[src/hdl/etmm_pkg.sv]
// Types, constants and rounding helpers shared by the model matrix block.
package etmm_pkg;

  localparam int ANGLE_BITS = 16;
  localparam int XW         = 31;
  localparam logic [XW-1:0] ONE_Q30 = XW'(1 << 30);

  // Odd Taylor coefficients of sin(pi/2 * x), Q30, highest power first
  localparam logic [XW-1:0] POLY_COEF [0:5] = '{
    31'd3864, 31'd172272, 31'd5026995, 31'd85569306, 31'd693598668, 31'd1686629713
  };

  typedef struct packed {
    logic signed [31:0]     pos_x;
    logic signed [31:0]     pos_y;
    logic signed [31:0]     pos_z;
    logic [ANGLE_BITS-1:0]  angle_x;
    logic [ANGLE_BITS-1:0]  angle_y;
    logic [ANGLE_BITS-1:0]  angle_z;
    logic signed [31:0]     scale_x;
    logic signed [31:0]     scale_y;
    logic signed [31:0]     scale_z;
  } item_t;

  typedef struct packed {
    logic signed [31:0] m00;
    logic signed [31:0] m01;
    logic signed [31:0] m02;
    logic signed [31:0] m10;
    logic signed [31:0] m11;
    logic signed [31:0] m12;
    logic signed [31:0] m20;
    logic signed [31:0] m21;
    logic signed [31:0] m22;
    logic signed [31:0] t0;
    logic signed [31:0] t1;
    logic signed [31:0] t2;
  } result_t;

  // One angle split into quadrant and quarter-turn fractions x and 1-x
  typedef struct packed {
    logic [1:0]    quad;
    logic [XW-1:0] x;
    logic [XW-1:0] xc;
  } ang_t;

  typedef struct packed {
    logic signed [31:0] pos_x;
    logic signed [31:0] pos_y;
    logic signed [31:0] pos_z;
    logic signed [31:0] scale_x;
    logic signed [31:0] scale_y;
    logic signed [31:0] scale_z;
    ang_t               ang_x;
    ang_t               ang_y;
    ang_t               ang_z;
  } entry_t;

  // Fields that ride alongside the sine lanes
  typedef struct packed {
    logic signed [31:0] pos_x;
    logic signed [31:0] pos_y;
    logic signed [31:0] pos_z;
    logic signed [31:0] scale_x;
    logic signed [31:0] scale_y;
    logic signed [31:0] scale_z;
    logic [1:0]         quad_x;
    logic [1:0]         quad_y;
    logic [1:0]         quad_z;
  } side_t;

  typedef struct packed {
    logic empty;
    logic full;
  } qstat_t;

  // Unsigned shift right by 30, rounded to nearest
  function automatic logic [32:0] rnd30_u(input logic [62:0] v);
    logic [62:0] s;
    s = v + 63'(1 << 29);
    return s[62:30];
  endfunction

  // Signed shift right by 30, ties away from zero
  function automatic logic signed [35:0] rnd30_s(input logic signed [65:0] v);
    logic [65:0] mag;
    logic [35:0] m;
    mag = v[65] ? 66'(-v) : 66'(v);
    mag = mag + 66'(1 << 29);
    m   = mag[65:30];
    return v[65] ? -$signed(m) : $signed(m);
  endfunction

  // Clamp to the signed 32-bit range
  function automatic logic signed [31:0] sat32(input logic signed [35:0] v);
    if (v > 36'sd2147483647) begin
      return 32'sh7FFFFFFF;
    end else if (v < -36'sd2147483648) begin
      return 32'sh80000000;
    end
    return 32'(v);
  endfunction

endpackage

[src/hdl/etmm_front.sv]
// Front end: accepts commands and splits each angle into quadrant and fractions.
module etmm_front import etmm_pkg::*; (
  input  logic   start,
  input  logic   busy,
  input  item_t  item,
  output logic   push,
  output entry_t entry
);

  function automatic ang_t split(input logic [ANGLE_BITS-1:0] a);
    ang_t r;
    r.quad = a[ANGLE_BITS-1:ANGLE_BITS-2];
    r.x    = XW'(a[ANGLE_BITS-3:0]) << (32 - ANGLE_BITS);
    r.xc   = ONE_Q30 - r.x;
    return r;
  endfunction

  // Take a command whenever the queue has room
  assign push = start & ~busy;

  // Classify the angles and pass lengths through
  always_comb begin
    entry.pos_x   = item.pos_x;
    entry.pos_y   = item.pos_y;
    entry.pos_z   = item.pos_z;
    entry.scale_x = item.scale_x;
    entry.scale_y = item.scale_y;
    entry.scale_z = item.scale_z;
    entry.ang_x   = split(item.angle_x);
    entry.ang_y   = split(item.angle_y);
    entry.ang_z   = split(item.angle_z);
  end

endmodule

[config.mk]
export PLATFORM = sky130hd
export DESIGN_NAME = etmm_front
export DESIGN_NICKNAME = d
export VERILOG_FILES = /design/src/hdl/etmm_pkg.sv /design/src/hdl/etmm_front.sv
export SDC_FILE = /design/constraint.sdc
export NUM_CORES = 1
export LEC_CHECK = 0
export BUFFER_PORTS_ARGS = -buffer_cell sky130_fd_sc_hd__buf_4
export CORE_AREA = 2 2 246 248
export DETAILED_ROUTE_END_ITERATION = 8
export DIE_AREA = 0 0 248 250
export SLEW_MARGIN = 20
export SYNTH_ARGS = -nofsm -noshare
export SYNTH_HDL_FRONTEND = slang
export SYNTH_SLANG_ARGS = --single-unit
[constraint.sdc]
create_clock -name vclk -period 3.5
set_input_delay 0.525 -clock vclk [all_inputs]
set_output_delay 0.525 -clock vclk [all_outputs]
set_load 0.05 [all_outputs]
# Word level (Yosys, flattened, before mapping)
# Cells that the tools add are included.
# word_totals
reg_bits,0
input_bits,242
elab_cells,5
output_inout_bits,385
# classes
n_bitwise,2
n_addsub,3
# op_table
op,n
"subtractor 31 x 30 -> 31 bit, first input constant",3
bitwise AND 1 bit,1
NOT 1 bit,1

# Longest topological paths before layout
# depth
ltp_word,2
depth_mapped,6
mapped_depth_nobuf,6

# Worst setup path after synthesis
# OpenSTA, ideal clock, no wires.
# synth_path
kind,input -> output
start,input item[112] (netlist name)
end,output entry[94] (netlist name)
n_path_buf,0
t_required_ps,2975
t_arrival_ps,3065
setup_slack_ps,-90
stages,5
cell_sequence,inv_1 > ha_1 > or4b_2 > nand2b_1 > nor4_1
# synth_lines
item,line,rtl
start: declaration,etmm_front.sv:5,"input item_t item,"
end: declaration,etmm_front.sv:7,output entry_t entry

==> flow_summary.json <==
{
  "grt_pass1_vias": 1828,
  "fillerInstances": 7084,
  "io_buffers": 132,
  "drt_iter0_markers": 10,
  "grt_pass1_wl_mm": 15.84,
  "nClkBuffers": 0,
  "wl_mm": 13.77,
  "num_vias": 1962,
  "dr.pass1.iters": 3,
  "die-area_um2": 62000,
  "cts_resized": 0,
  "cp.arrival_ns": 2.50,
  "num_rows": 90,
  "synth_warnings": 0,
  "dp.cells": 1115,
  "min_from": "item[35]",
  "nNetsFinal": 580,
  "synth_area_um2": 3266,
  "pin_count": 627,
  "fmaxAchievable_ghz": 0.3309,
  "antenna_found_initial": 0,
  "hold_class": "primary input to primary output",
  "finalHoldViolCount": 0,
  "end_kind": "primary output",
  "post-route-drc-count": 0,
  "regArea_um2": 0,
  "core_um2": 59570,
  "via_per_inst": 1.758,
  "post_cts_buffers": 0,
  "ant_nets": 0,
  "synthCells": 445,
  "worstSetupPathType": "primary input to primary output",
  "grt_util_all_layers_pct": 3.851,
  "vdd_drop_max_mv": 0.08460,
  "multi_input_area_um2": 1056,
  "die_h_um": 250,
  "initial_core_util_pct": 5.482,
  "grt_setup_unrepaired": "false",
  "dp.final_hpwl_mm": 12.27,
  "leakage_nw": 1.144,
  "seq_cells": 0,
  "critPathLaunch": "item[96]",
  "finalWeightedCongestion": 0.6654,
  "drv_cap": 0,
  "grt-ovfl-total": 0,
  "avgSynthCellArea_um2": 7.338,
  "slew_violations": 0,
  "fin_crit_ns": 3.022,
  "fin_crit_sh_pct": 86.34,
  "setup_violations": 0,
  "power_density_nw_per_um2": 215.8,
  "grt_start_max_net_pins": 7,
  "cts_hold_buffers": 0,
  "seq_area_frac_synth_pct": 0,
  "area_growth_pct": -6.590,
  "cp_data_required_time_ns": 2.97,
  "final_cells": 1116,
  "drt-wirelength-per-cell_um": 12.34,
  "outcome": "finished clean",
  "ys_types": 17,
  "drive_above_1_share_pct": 42.64,
  "die_w_um": 248,
  "finalSetupTns_ns": 0,
  "cp-start-kind": "primary input",
  "worstPathMaxFanout": 5
}
[report_power, final]
part / switching [mW] / internal, mW / leakage, nW
registers: 0 / 0 / 0
logic: 0.530 / 0.128 / 1.14
clock network: 0 / 0.0000000290 / 0.00000634
total: 0.530 / 0.128 / 1.14
[worst max-delay path: stages]
cell and delay, ns:
buf_4 0.13, inv_1 0.06, ha_1 0.19, or4b_2 0.60, nand2b_1 0.34, nor3_1 0.27, xnor2_1 0.15, buf_4 0.22
[cells in the mapped netlist]
| master | instances | area, um^2 |
|---|---|---|
| buf_4 | 342 | 2567 |
| conb_1 | 1 | 3.750 |
| ha_1 | 3 | 37.54 |
| inv_1 | 6 | 22.52 |
| nand2_1 | 6 | 22.52 |
| nand2b_1 | 2 | 12.51 |
| nand3_1 | 3 | 15.01 |
| nor2_1 | 16 | 60.06 |
| nor2b_1 | 1 | 6.260 |
| nor3_1 | 13 | 65.06 |
| nor4_1 | 6 | 37.54 |
| or3_4 | 2 | 22.52 |
| or4_1 | 2 | 15.01 |
| or4_4 | 2 | 22.52 |
| or4b_2 | 4 | 40.04 |
| xnor2_1 | 26 | 227.7 |
| xor2_1 | 10 | 87.58 |
[layout by cell type (no fill, tap or decap), types with 4 or more instances in the layout]
cell type	netlist	layout
buf_4	342	132
conb_1	1	99
xnor2_1	26	26
nor2_1	16	16
nor3_1	13	13
xor2_1	10	10
inv_1	6	6
nand2_1	6	6
or4b_2	4	4
nor4_1	6	4
[logic make-up (layout without fill, tap and decap cells)]
kind of cell,Yosys count,in the layout,share of synthesized area (%)
simple gates,57,57,9.770
xor+xnor,36,36,9.655
fa+ha+maj,3,3,1.150
buf+inv,348,138,79.31
other cells,1,100,0.1148
[layout make-up]
cell class / instances / share of cell area (%)
repair buffers: 132 / 32.49
well taps: 782 / 32.08
inverters: 6 / 0.7383
multi-input cells: 195 / 34.62
diodes: 1 / 0.08203
[final timing paths]
path | endpoint | cells past startpoint | slack [ns]
worst max-delay path | entry[26] | 8 | 0.48
worst min-delay path | entry[227] | 0 | 1.05
[through the flow]
step / setup WS (ns) / power (mW) / cell area, um^2 / hold slack, ns / utilization (%)
global route: 0.3673 / 0.6856 / 3048 / 1.050 / 5.117
floorplan: 0.1471 / 1.217 / 3646 / 1.155 / -
detailed placement: 0.4605 / 0.6626 / 3048 / 1.050 / 5.117
global placement: 0.4658 / 0.6619 / 3048 / 1.050 / 5.117
CTS: 0.4561 / 0.6633 / 3048 / 1.050 / 5.117
finish: 0.4779 / 0.6582 / 3050 / 1.050 / 5.121
[layer usage]
metal	global-route usage [%]	wire (um)	vias to the layer above
li1	-	-	713
met1	2.248	2947	771
met2	6.104	5664	338
met3	2.764	2865	140
met4	5.783	2289	0
met5	0.07949	0	-
Power figures use the tool's default switching activity.
