### config.mk
export PLATFORM = sky130hd
export DESIGN_NAME = etmm_queue
export DESIGN_NICKNAME = d
export VERILOG_FILES = /design/src/hdl/etmm_pkg.sv /design/src/hdl/etmm_queue.sv
export SDC_FILE = /design/constraint.sdc
export NUM_CORES = 1
export LEC_CHECK = 0
export BUFFER_PORTS_ARGS = -buffer_cell sky130_fd_sc_hd__buf_2
export CAP_MARGIN = 15
export CORE_MARGIN = 2
export CORE_UTILIZATION = 55
export CTS_CLUSTER_SIZE = 28
export DETAILED_ROUTE_END_ITERATION = 6
export GPL_TIMING_DRIVEN = 0
export PLACE_DENSITY_LB_ADDON = 0.08
export SLEW_MARGIN = 20
export SYNTH_ARGS = -nofsm -noshare
export SYNTH_HDL_FRONTEND = slang
export SYNTH_SLANG_ARGS = --single-unit
### constraint.sdc
create_clock -name clk -period 17.71 [get_ports clk]
set_input_delay 1.771 -clock clk [delete_from_list [all_inputs] [get_ports clk]]
set_output_delay 1.771 -clock clk [all_outputs]
set_load 0.03 [all_outputs]
### src/hdl/etmm_pkg.sv
// Types, constants and rounding helpers shared by the model matrix block.
package etmm_pkg;

  localparam int ANGLE_BITS = 16;
  localparam int XW         = 31;
  localparam logic [XW-1:0] ONE_Q30 = XW'(1 << 30);

  // Odd Taylor coefficients of sin(pi/2 * x), Q30, highest power first
  localparam logic [XW-1:0] POLY_COEF [0:5] = '{
    31'd3864, 31'd172272, 31'd5026995, 31'd85569306, 31'd693598668, 31'd1686629713
  };

  typedef struct packed {
    logic signed [31:0]     pos_x;
    logic signed [31:0]     pos_y;
    logic signed [31:0]     pos_z;
    logic [ANGLE_BITS-1:0]  angle_x;
    logic [ANGLE_BITS-1:0]  angle_y;
    logic [ANGLE_BITS-1:0]  angle_z;
    logic signed [31:0]     scale_x;
    logic signed [31:0]     scale_y;
    logic signed [31:0]     scale_z;
  } item_t;

  typedef struct packed {
    logic signed [31:0] m00;
    logic signed [31:0] m01;
    logic signed [31:0] m02;
    logic signed [31:0] m10;
    logic signed [31:0] m11;
    logic signed [31:0] m12;
    logic signed [31:0] m20;
    logic signed [31:0] m21;
    logic signed [31:0] m22;
    logic signed [31:0] t0;
    logic signed [31:0] t1;
    logic signed [31:0] t2;
  } result_t;

  // One angle split into quadrant and quarter-turn fractions x and 1-x
  typedef struct packed {
    logic [1:0]    quad;
    logic [XW-1:0] x;
    logic [XW-1:0] xc;
  } ang_t;

  typedef struct packed {
    logic signed [31:0] pos_x;
    logic signed [31:0] pos_y;
    logic signed [31:0] pos_z;
    logic signed [31:0] scale_x;
    logic signed [31:0] scale_y;
    logic signed [31:0] scale_z;
    ang_t               ang_x;
    ang_t               ang_y;
    ang_t               ang_z;
  } entry_t;

  // Fields that ride alongside the sine lanes
  typedef struct packed {
    logic signed [31:0] pos_x;
    logic signed [31:0] pos_y;
    logic signed [31:0] pos_z;
    logic signed [31:0] scale_x;
    logic signed [31:0] scale_y;
    logic signed [31:0] scale_z;
    logic [1:0]         quad_x;
    logic [1:0]         quad_y;
    logic [1:0]         quad_z;
  } side_t;

  typedef struct packed {
    logic empty;
    logic full;
  } qstat_t;

  // Unsigned shift right by 30, rounded to nearest
  function automatic logic [32:0] rnd30_u(input logic [62:0] v);
    logic [62:0] s;
    s = v + 63'(1 << 29);
    return s[62:30];
  endfunction

  // Signed shift right by 30, ties away from zero
  function automatic logic signed [35:0] rnd30_s(input logic signed [65:0] v);
    logic [65:0] mag;
    logic [35:0] m;
    mag = v[65] ? 66'(-v) : 66'(v);
    mag = mag + 66'(1 << 29);
    m   = mag[65:30];
    return v[65] ? -$signed(m) : $signed(m);
  endfunction

  // Clamp to the signed 32-bit range
  function automatic logic signed [31:0] sat32(input logic signed [35:0] v);
    if (v > 36'sd2147483647) begin
      return 32'sh7FFFFFFF;
    end else if (v < -36'sd2147483648) begin
      return 32'sh80000000;
    end
    return 32'(v);
  endfunction

endpackage

### src/hdl/etmm_queue.sv
// Short register queue between front end and arithmetic back end.
module etmm_queue import etmm_pkg::*; #(
  parameter int DEPTH = 4
) (
  input  logic   clk,
  input  logic   rst,
  input  logic   push,
  input  entry_t din,
  input  logic   pop,
  output entry_t head,
  output qstat_t stat
);

  localparam int PW = (DEPTH > 1) ? $clog2(DEPTH) : 1;
  localparam int CW = $clog2(DEPTH + 1);

  entry_t        slots [DEPTH];
  logic [PW-1:0] wr_ptr;
  logic [PW-1:0] rd_ptr;
  logic [CW-1:0] count;

  assign head       = slots[rd_ptr];
  assign stat.empty = (count == '0);
  assign stat.full  = (count == CW'(DEPTH));

  // Store incoming entries
  always_ff @(posedge clk) begin
    if (push) begin
      slots[wr_ptr] <= din;
    end
  end

  // Advance pointers and fill count
  always_ff @(posedge clk) begin
    if (rst) begin
      wr_ptr <= '0;
      rd_ptr <= '0;
      count  <= '0;
    end else begin
      if (push) begin
        wr_ptr <= (wr_ptr == PW'(DEPTH - 1)) ? '0 : wr_ptr + PW'(1);
      end
      if (pop) begin
        rd_ptr <= (rd_ptr == PW'(DEPTH - 1)) ? '0 : rd_ptr + PW'(1);
      end
      count <= count + CW'(push) - CW'(pop);
    end
  end

`ifndef ASSERT_OFF
  a_no_push_full: assert property (@(posedge clk) disable iff (rst)
    !(push && stat.full)) else $error("queue written while full");
  a_no_pop_empty: assert property (@(posedge clk) disable iff (rst)
    !(pop && stat.empty)) else $error("queue read while empty");
  a_count_track: assert property (@(posedge clk) disable iff (rst)
    !$past(rst) |-> count == $past(count) + CW'($past(push)) - CW'($past(pop)))
    else $error("fill count does not follow transfers");
`endif

endmodule

* After elaboration in Yosys (flattened, before gate mapping)
Memory sizes are Yosys's and may differ from the RTL's. A register that Yosys moved wholly into a read port is not among the register bits.
Cells that the tools add are included.
** Operators by class
- Muxes and demuxes :: 6
- Equality and inequality tests :: 3
- Div/mod/pow operators :: 0
- Reduce and logical (&&, ||, !) cells :: 1
- $mul :: 0
- Magnitude comparators :: 0
- Shift-type cells :: 0
- Bitwise operators :: 0
- $add $sub $neg :: 4
** Operators with widths (number)
- 2-bit two-way mux :: 4
- 2-bit by 1-bit adder with 2-bit output (second input constant) :: 2
- 2-bit equality test (second input constant) :: 2
- 3-bit by 1-bit adder with 3-bit output :: 1
- 3-bit equality test (second input constant) :: 1
- 3-bit logical NOT :: 1
- 3-bit by 1-bit subtractor with 3-bit output :: 1
- 1-bit two-way mux :: 2
** Word-level totals
- Bits in latches :: 0
- ROM bits :: 0
- Memory bits (writable) :: 1536
- Output and inout bits :: 386
- Input port bits :: 388
- Logic and storage cells :: 18
- Memories :: 1
- Register bits after elaboration :: 7
** Memory list
- slots :: words 4, bits a word 384, rd ports 1, clocked after Yosys merged registers in 1, write ports 1, line etmm_queue.sv:17 : entry_t slots [DEPTH];

* Logic depth before layout (Yosys ltp)
- Depth in word-level cells :: 4
- Depth in mapped cells :: 7
- Gate-level depth less buffers :: 7

* Least setup slack after synthesis
Ideal clock, no wire load.
- Kind :: input port to flip-flop
- Start :: input port push
- End :: memory slots[0][0] (netlist name) (enable)
- Stages on the path :: 1
- Slack :: 6506 ps
- Data required time :: 16915 ps
- Data arrival time :: 10410 ps
- Buffers on the path :: 0
- Library setup time :: 795 ps
- Cells stage by stage :: and2_1
** On the way
- Longest elaborated chain between the ends :: 2
** RTL lines
- start: declaration :: line etmm_queue.sv:7 : input logic push,
- 1-bit two-way mux :: line etmm_queue.sv:28 : if (push) begin
- 1-bit two-way mux (implied by the code) :: line etmm_queue.sv:29 : slots[wr_ptr] <= din;
- end: declaration :: line etmm_queue.sv:17
Every way passes these cells.

==> results_dict.tcl <==
set metrics [dict create \
    cts-buffers-inserted 152 \
    finalSetupViolations 0 \
    area_growth_pct 19.9 \
    fp.dieW_um 326 \
    ys_seq_elements 1545 \
    tightest_slew_ns 0.908 \
    drc_errors 0 \
    grt_pass1_wl_mm 179 \
    dieArea_sq_um 106000 \
    path_cells "buf_2 -> clkbuf_1 -> buf_2 -> mux4_1 -> buf_2" \
    drv_slew 0 \
    antenna_found_initial 88 \
    total_leakage_power_nw 23.5 \
    synthArstFlopShare_pct 0 \
    yosysWarnings 0 \
    yosysTopAreaCellShare_pct 81.1 \
    clkTransAtPathRegs_ns 0.06 \
    crit_path_end_kind "primary output" \
    cap_violations 0 \
    synth_area_leader_cell "edfxtp_1" \
    post-cts-setup-buffer-count 0 \
    synth_cell_types 21 \
    path_max_fanout 10 \
    synth_fp_nets 2445 \
    wl_per_cell_um 27.4 \
    synth_cells 2049 \
    fin_crit_sh_pct 27.1 \
    synth_ff_type "edfxtp_1" \
    io_pins 774 \
    finClkSkew_ns 0.0177 \
    synth_common_cells "1536 x edfxtp_1, 253 x mux4_1, 131 x mux4_2" \
    cp.required_ns 15.94 \
    synth_edf_count 1536 \
    ir_drop_mv 0.107 \
    portBuffers 773 \
    clk_latency_ns 0.74 \
    yosysMostFrequentCell "edfxtp_1" \
    tns_ns 0 \
    rsz0062_at_grt "no" \
    drt_iter0_markers 2005 \
    cts_hold_buf 0 \
    first_pass_iters 5 \
    run_status "finished, final reports clean" \
    track_usage_pct 23.5 \
    synth_seq_area_share_pct 81.4 \
    cts_buffer_depth 3 \
    hold_violations 0 \
    max_slew_margin_pct 39.5 \
    final_nets 3412 \
    rows 117 \
    critPathMaxStageDelay_ns 0.72 \
    grt_start_max_net_pins 48 \
    final_util_pct 66.7 \
    yosys-top-cells-area "edfxtp_1 81%, mux4_1 12%, mux4_2 5.2%, buf_6 0.73%, buf_2 0.35%" \
    worstSetupPathType "reg -> out" \
    fin_crit_ns 4.79 \
    cts_sinks 1545 \
    synth_area_sq_um 56900 \
    clockRootBuffer "clkbuf_16" \
    dr_total_vias 25920 \
    cts_tree "done" \
    drtAntennaViolNets 0 \
    routed_wl_mm 124 \
    powerDensity_nw_per_um2 118 \
    core_area_sq_um 102000 \
    hp-class "reg -> reg" \
    avgViaCountPerCell 5.70 \
    die_h_um 326 \
    htreeDepth 4 \
    syn-mean-instance-area_sq_um 27.8 \
    finalWeightedCongestion 0.755 \
    overflow 0 \
    cts-resized-gates 0 \
    cp-start-kind "flip-flop" \
    drive_gt1_share_pct 39.5 \
    dp_hpwl_mm 84.5 \
    crit_path_top_delay_cell "clkbuf_1" \
    crit_top_cell "buf_2" \
    fmaxAchievable_mhz 209 \
    cp.arrival_ns 3.02 \
    first_global_vias 26734 \
    start_util_pct 55.7 \
]
## cell usage in the layout, fill, tap and decap left out, drive strengths merged
cell type     n
nor2          3
xor3          1
edfxtp     1536
nand2b        2
bufinv        5
mux4        384
and3          1
diode        38
ha            7
buf         894
mux2i         2
clkinv       63
dfxtp         9
a21oi         2
and2          4
inv          15
clkbuf      204
or3b          2
fa            1
nor3          1
nor2b         2
## metrics by stage
step / instance area, sq um / hold WS, ns / instances / power, mW / setup WS, ns
finish: 68200 / 0.516 / 4544 / 8.07 / 12.92
global route: 68100 / 0.557 / 4529 / 8.34 / 12.73
CTS: 68100 / 0.520 / 4506 / 8.15 / 12.80
detailed placement: 63400 / 0.502 / 4230 / 5.17 / 13.62
global placement: 62500 / 0.499 / 4190 / 5.23 / -0.504
floorplan: 56900 / 0.469 / 2049 / 4.87 / 6.51
## state kept, by name (all words and copies together), names as in the netlist, named ones only
register and count:
wr_ptr 2, rd_ptr 2, count 3, slots 1536
## routing by layer
layer / routed length [um] / track usage [%] / part of all wire [%] / vias up
met2: 62700 / 38.4 / 50 / 972
met1: 43200 / 27.0 / 35 / 13349
met5: 406 / 0 / 0.33 / -
li1: - / - / - / 11228
met4: 4980 / 10.3 / 4.0 / 62
met3: 13000 / 10.2 / 10 / 309
## cells by family (layout without fill, tap and decap cells)
logic type                 after synthesis  count (layout)  share of synthesized area, %
buffers and inverters                   92            1181                          1.26
DFF                                   1545            1545                          81.4
adders and majority gates                8               8                         0.189
and+or+nand+nor                         15              15                         0.158
other                                    0              38                             0
muxes                                  386             386                          16.9
AOI/OAI and AO/OA                        2               2                        0.0176
xor gates and xnor gates                 1               1                        0.0418
## path summary, 6_finish.rpt
kind,depth (start not counted),from,slack [ns],end
max,5,flip-flop,12.92,head[154]
min reg2reg,2,rd_ptr[0]$_SDFFE_PP0P_,0.52,flip-flop
min,2,rd_ptr[0]$_SDFFE_PP0P_,0.52,flip-flop
max reg2reg,6,wr_ptr[0]$_SDFFE_PP0P_,15.12,slots[3][140]$_DFFE_PP_
## where the power goes
group | internal, mW | switching (mW) | total [mW]
Combinational | 0.304 | 0.571 | 0.874
Sequential | 4.18 | 0.0280 | 4.20
Clock | 1.71 | 1.27 | 2.99
Total | 6.19 | 1.87 | 8.07
## worst max-delay path: cells and delay by family, from the launching register on
family	cells	cell delay (ns)
muxes	1	0.38
buffers and inverters	4	1.59
DFF	1	0.30
## cell type report
cell class | instances | area (sq um)
flip-flops and latches | 1545 | 46300
diodes | 38 | 95.1
repair buffers | 813 | 4830
clock inverters | 77 | 518
inverters | 6 | 22.5
plain buffers | 86 | 696
well taps | 1368 | 1710
clock buffers | 199 | 4130
fillers | 6649 | 34000
multi-input cells | 412 | 9860
Note: power is estimated with default switching activity, not from simulation.
